### src/rtl/core/cht_pkg.sv
// ----------------------------------------------------------------------------
// cht_pkg
// Types and constants shared by the cuckoo hash table controller and datapath.
// ----------------------------------------------------------------------------
package cht_pkg;

	localparam int KEY_W       = 31;
	localparam int VAL_W       = 32;
	localparam int ACT_W       = 2;
	localparam int SLOT_W      = 8;
	localparam int ROUNDS_W    = 8;
	localparam int ROW_W       = 1 + KEY_W + VAL_W;
	localparam int IN_TDATA_W  = 72;
	localparam int OUT_TDATA_W = 48;

	localparam logic [ROUNDS_W-1:0] ROUNDS_RESET = 8'd10;

	typedef enum logic [ACT_W-1:0] {
		ACT_INSERT = 2'd0,
		ACT_LOOKUP = 2'd1,
		ACT_DELETE = 2'd2,
		ACT_NONE   = 2'd3
	} act_t;

	typedef enum logic [1:0] {
		RD_FIRST,
		RD_SECOND,
		RD_CHAIN
	} rd_sel_t;

	typedef enum logic [2:0] {
		ST_CLEAR,
		ST_IDLE,
		ST_RD_A,
		ST_RD_B,
		ST_CHECK,
		ST_EV_RD,
		ST_EV_WR,
		ST_FINISH
	} state_t;

	typedef struct packed {
		logic    clr_en;
		logic    load_item;
		logic    mem_rd;
		rd_sel_t rd_sel;
		logic    cap_a;
		logic    wr_update;
		logic    wr_delete;
		logic    chain_start;
		logic    chain_rd;
		logic    chain_wr;
		logic    res_hit;
		logic    res_fail;
		logic    res_fresh;
		logic    out_load;
	} cmd_t;

	typedef struct packed {
		act_t act;
		logic hit;
		logic rounds_zero;
		logic occ_used;
		logic last_round;
		logic clr_done;
		logic out_busy;
	} sts_t;

endpackage

### src/rtl/core/cht_ctrl.sv
// ----------------------------------------------------------------------------
// cht_ctrl
// Sequencer for table clear, probe, update/delete and the eviction chain.
// ----------------------------------------------------------------------------
module cht_ctrl (
	input  logic          clk,
	input  logic          arst_n,
	input  logic          s_tvalid,
	output logic          s_tready,
	input  cht_pkg::sts_t sts,
	output cht_pkg::cmd_t cmd
);

	cht_pkg::state_t state_q;
	cht_pkg::state_t state_d;
	logic            valid_hit;

	assign valid_hit = sts.hit && (sts.act != cht_pkg::ACT_NONE);

	always_ff @(posedge clk or negedge arst_n) begin
		if (!arst_n) begin
			state_q <= cht_pkg::ST_CLEAR;
		end else begin
			state_q <= state_d;
		end
	end

	always_comb begin
		state_d = state_q;
		case (state_q)
			cht_pkg::ST_CLEAR: begin
				if (sts.clr_done) begin
					state_d = cht_pkg::ST_IDLE;
				end
			end
			cht_pkg::ST_IDLE: begin
				if (s_tvalid) begin
					state_d = cht_pkg::ST_RD_A;
				end
			end
			cht_pkg::ST_RD_A:  state_d = cht_pkg::ST_RD_B;
			cht_pkg::ST_RD_B:  state_d = cht_pkg::ST_CHECK;
			cht_pkg::ST_CHECK: begin
				if (!valid_hit && sts.act == cht_pkg::ACT_INSERT && !sts.rounds_zero) begin
					state_d = cht_pkg::ST_EV_RD;
				end else begin
					state_d = cht_pkg::ST_FINISH;
				end
			end
			cht_pkg::ST_EV_RD: state_d = cht_pkg::ST_EV_WR;
			cht_pkg::ST_EV_WR: begin
				if (!sts.occ_used || sts.last_round) begin
					state_d = cht_pkg::ST_FINISH;
				end else begin
					state_d = cht_pkg::ST_EV_RD;
				end
			end
			cht_pkg::ST_FINISH: begin
				if (!sts.out_busy) begin
					state_d = cht_pkg::ST_IDLE;
				end
			end
			default: state_d = cht_pkg::ST_IDLE;
		endcase
	end

	always_comb begin
		cmd      = '0;
		cmd.rd_sel = cht_pkg::RD_FIRST;
		s_tready = 1'b0;
		case (state_q)
			cht_pkg::ST_CLEAR: cmd.clr_en = 1'b1;
			cht_pkg::ST_IDLE: begin
				s_tready      = 1'b1;
				cmd.load_item = s_tvalid;
			end
			cht_pkg::ST_RD_A: begin
				cmd.mem_rd = 1'b1;
				cmd.rd_sel = cht_pkg::RD_FIRST;
			end
			cht_pkg::ST_RD_B: begin
				cmd.mem_rd = 1'b1;
				cmd.rd_sel = cht_pkg::RD_SECOND;
				cmd.cap_a  = 1'b1;
			end
			cht_pkg::ST_CHECK: begin
				if (valid_hit) begin
					cmd.res_hit   = 1'b1;
					cmd.wr_update = (sts.act == cht_pkg::ACT_INSERT);
					cmd.wr_delete = (sts.act == cht_pkg::ACT_DELETE);
				end else if (sts.act == cht_pkg::ACT_INSERT && !sts.rounds_zero) begin
					cmd.chain_start = 1'b1;
				end else begin
					cmd.res_fail = 1'b1;
				end
			end
			cht_pkg::ST_EV_RD: begin
				cmd.mem_rd   = 1'b1;
				cmd.rd_sel   = cht_pkg::RD_CHAIN;
				cmd.chain_rd = 1'b1;
			end
			cht_pkg::ST_EV_WR: begin
				cmd.chain_wr = 1'b1;
				if (!sts.occ_used) begin
					cmd.res_fresh = 1'b1;
				end else if (sts.last_round) begin
					// give up, drop the pair in hand
					cmd.res_fail = 1'b1;
				end
			end
			cht_pkg::ST_FINISH: cmd.out_load = !sts.out_busy;
			default: ;
		endcase
	end

endmodule
### config.mk
export PLATFORM = sky130hd
export DESIGN_NAME = cht_ctrl
export DESIGN_NICKNAME = d
export VERILOG_FILES = /design/src/rtl/core/cht_pkg.sv /design/src/rtl/core/cht_ctrl.sv
export SDC_FILE = /design/constraint.sdc
export NUM_CORES = 1
export LEC_CHECK = 0
export BUFFER_PORTS_ARGS = -buffer_cell sky130_fd_sc_hd__buf_2
export CORE_AREA = 2 2 39 41
export DETAILED_ROUTE_END_ITERATION = 10
export DIE_AREA = 0 0 41 43
export GPL_TIMING_DRIVEN = 1
export SLEW_MARGIN = 0
export SYNTH_ARGS = -nofsm -noshare
export SYNTH_HDL_FRONTEND = slang
export SYNTH_SLANG_ARGS = --single-unit
### constraint.sdc
create_clock -name clk -period 1.1 [get_ports clk]
set_input_delay 0.11 -clock clk [delete_from_list [all_inputs] [get_ports clk]]
set_output_delay 0.11 -clock clk [all_outputs]
set_load 0.1 [all_outputs]
Word-level counts from Yosys, hierarchy flattened. Index checks and enable logic that the tools add are counted.

Multiplexer cells: 27. Reductions and logical operators: 12. Equality and inequality tests: 12.

Operators with widths (count): $pmux 3 s8 (1); $mux 1 (17); $eq 3x3->1 const B (4); $mux 3 (4); $pmux 3 s3 (1); $ne 2x2->1 const B (4); $eq 3x2->1 const B (2); $mux 2 (3); $logic_and 1x1->1 (4); $logic_not 1->1 (4); $eq 3x1->1 const B (1); $logic_not 3->1 (1); $reduce_and 3->1 (1); $eq 2x2->1 const B (1); $logic_not 2->1 (1); $pmux 1 s2 (1); $logic_or 1x1->1 (1).

Output and inout bits: 16. Flip-flop bits (word level): 3.

Depth between registers and ports, before layout.
Depth in word-level cells: 7. Mapped depth: 4.

Worst setup path after synthesis. Ideal clock, no wire load.

Path kind: reg-to-output. Start: register state_q[1]. End: output port cmd[13] (netlist name). Arrival time: 3723 ps. Required time: 990 ps. Stages on the path, launching flop included: 4. Slack: -2733 ps. Cells stage by stage: dfrtp_1 buf_2 nor3b_1 and2_1.

RTL lines: start: declaration (line cht_ctrl.sv:14) `cht_pkg::state_t state_q;`; start signal: assignment (line cht_ctrl.sv:22) `state_q <= cht_pkg::ST_CLEAR;`; start signal: assignment (line cht_ctrl.sv:24) `state_q <= state_d;`; end: declaration (line cht_ctrl.sv:11) `output cht_pkg::cmd_t cmd`.

==> summary.md <==
| Metric | Value |
|---|---|
| Top fanout value on the critical path | 3 |
| X dimension of the die | approximately 41 microns |
| Pin count of the biggest net entering global routing | 10 |
| Regs by FF count | state_q (3) |
| Die boundary height | about 43 microns |
| Maximum frequency from static timing analysis | between 0.6 and 0.7 GHz |
| Setup repair after global routing missed its margin | true |
| Number of core rows | 14 |
| Kind of critical path | flip-flop to output pin |
| Total met2 wirelength after detailed routing | 905 microns |
| Endpoint arrival time on the critical path | between 1 and 1.5 ns |
| Accumulated negative setup slack | -6.09 ns |
| Most frequent cells in the layout | 17 x buf_12, 11 x buf_4, 10 x buf_2, 10 x buf_6, 5 x nor2_4 |
| Worst Setup Start Kind | flip-flop |
| Share of layout cells above drive strength 1 | between 80 and 90% |
| Maximum clock path buffer count | 2 |
| Worst flop-to-flop path startpoint | state_q[0] |
| CORE AREA | approximately 0.0014 sq mm |
| Slew of the pin with the lowest slew margin | around 0.24 ns |
| Category of the worst setup path capture point | output pin |
| Port Buffer Count | 26 |
| Starting Density | between 20% and 30% |
| Layout Skew | between 0.009 and 0.01 ns |
| Die outline area | 0.00176 sq mm |
| Setup slack of the worst register-to-register path | -0.13 ns |
| Clock tree root driver cell | clkbuf_4 |
| Worst setup path start | state_q[0] |
| Minimum clock period | ~1.5 ns |
| Endpoints failing setup | 19 |
| Reg-to-Reg End | state_q[0] |
| Clk_lat worst skew | roughly 0.24 ns |
| Post-Synthesis Cell Area | around 310 sq um |
| Top layer reached by signal wires | met4 |
| Number of routed nets with antenna violations | 0 |
| Final number of max-transition violations | 0 |
| Count of state elements after synthesis | 3 |
| Post-DP HPWL | roughly 1000 microns |
| Total clock buffers created by CTS | 3 |
| WL final | 1540 microns |
| Via count | around 540 |
| Most common library cell in the layout ignoring fill and taps | buf_12 |
| Syn_nets | 55 |
| DR pass1 iterations | 4 |
| Vias/cell | between 4 and 5 |
| Final setup margin | -0.448 ns |
| Run status | complete, but fails checks |
| Pre-CTS setup slack | -0.217 ns |
| M1 WL | 462 microns |
| Diodes inserted | 0 |
| Average size of a mapped cell | between 7 and 8 sq um |
| Weighted congestion at the end of routability-driven global placement | 0.707 |
| H-Tree Depth | 1 |
| Largest register by flop count | state_q |
| Distinct cell type count after synthesis | 23 |
| Violations in the final reports | negative setup slack |
| Final number of hold-violating endpoints | 0 |
| Final-layout fill cell count | around 90 |
| Number of global-route vias before repair | 528 |
| Met3 wirelength from detailed routing | 121 microns |
| Flip-flop count of the largest register, all copies and words added | 3 |
| Sequential area share after synthesis | a little under a quarter |
| Clock Pin Slew Worst Setup and Hold Paths | around 0.040 ns |
| Total clock sinks | 3 |
| Tot GR Track Use | 17.8% |
| Beginning of the worst hold path | sts[0] |
| Layout-stage area growth over the synthesis result | 254% |
| Depth of the worst register-to-register path | 4 |
| Antenna violations before repair | 0 |
| Number of maximum-capacitance constraint violations | 0 |
| First-pass GRT wire length | between 2000 and 2500 microns |
| Average wire length per cell after detail routing | around 14 microns |
| Synth warnings | 0 |
| Total congestion overflow after global routing | 0 |
| Worst endpoint required time | 0.99 ns |
| Path type of the worst min-delay path | input port to flip-flop |
| Worst slew margin relative to its limit | between 80% and 90% |
| First-iteration detailed-routing DRC count | 5 |
| Worst Hold Depth | 3 |
| CTS tree | built |
| Top-level port count | 27 |
| Period Utilization, post-route | 141% |
| Min-Delay Endpoint | state_q[2] |
| Post-layout nets | roughly 110 |
| DRC | 0 |
| Gate Count Post-Synth | 44 |
## how the worst max path moves through the flow
stage	end	slack, ns	depth (start not counted)
4_1_cts	cmd[2]	-0.43	4
5_1_grt	cmd[2]	-0.49	5
2_1_floorplan	cmd[13]	-0.84	3
3_3_place_gp	cmd[7]	-0.17	4
3_5_place_dp	cmd[7]	-0.22	4
6_report	cmd[2]	-0.45	5
## final cells by class
cell class | count | area [sq um] | share of cell area [%]
inverters | 3 | 15.0 | 1.35
flip-flops and latches | 3 | 77.6 | 6.97
multi-input cells | 34 | 370 | 33.3
clock buffers | 4 | 26.3 | 2.36
repair buffers | 50 | 603 | 54.2
well taps | 16 | 20.0 | 1.80
## cells by family after synthesis
logic type | after synthesis | share of synthesized area, %
AO/OA/AOI/OAI | 12 | 27.5
flip-flops | 3 | 23.9
AND/OR/NAND/NOR | 22 | 37.9
buffers and inverters | 7 | 10.8
## per-stage QoR
stage	instance area, sq um	std cells	utilization (%)	hold WS, ns
after floorplan	464	44	-	-0.186
after global placement	945	99	68.3	-0.0917
after detailed placement	945	99	68.3	-0.0838
after CTS	1020	105	73.4	0.198
after global routing	1110	110	80.4	0.187
final	1110	110	80.4	0.178
## routing by layer
| metal | global-route usage [%] | up-vias |
|---|---|---|
| li1 | - | 258 |
| met1 | 17.6 | 242 |
| met2 | 29.4 | 32 |
| met3 | 6.28 | 6 |
| met4 | 11.3 | 0 |
| met5 | 0 | - |
## cells in the mapped netlist (all sizes together)
library cell | number | share of area, %
a211oi | 1 | 4.0
nand3 | 1 | 1.6
nor2b | 1 | 2.0
dfrtp | 3 | 24
and2 | 1 | 2.0
o32ai | 1 | 2.8
a31o | 1 | 2.8
o21bai | 1 | 2.4
a31oi | 1 | 2.0
nand3b | 1 | 2.4
or4 | 1 | 3.6
o21a | 1 | 2.4
buf | 4 | 7.2
inv | 3 | 3.6
o21ba | 1 | 3.2
nand2 | 3 | 3.6
nor3 | 2 | 3.2
a21oi | 5 | 8.0
nor2 | 7 | 8.4
or3 | 1 | 2.0
nor3b | 3 | 7.2
and3 | 1 | 2.0
## what timing repair did
item	4_1_cts	5_1_grt
buffers inserted	1	5
pin swaps	3	7
hold endpoints to repair	3	0
gates resized for setup	6	15
hold buffers	1	0
endpoints found under the setup margin	19	19
## critical path: stages, from the launching register on
cell and delay (ns):
dfrtp_2 0.43, buf_6 0.12, nand3b_1 0.16, buf_6 0.15
o32ai_4 0.11, buf_12 0.21
Power is not shown: default switching activity piles up to over one toggle a cycle in this logic, so the estimate is an artifact.
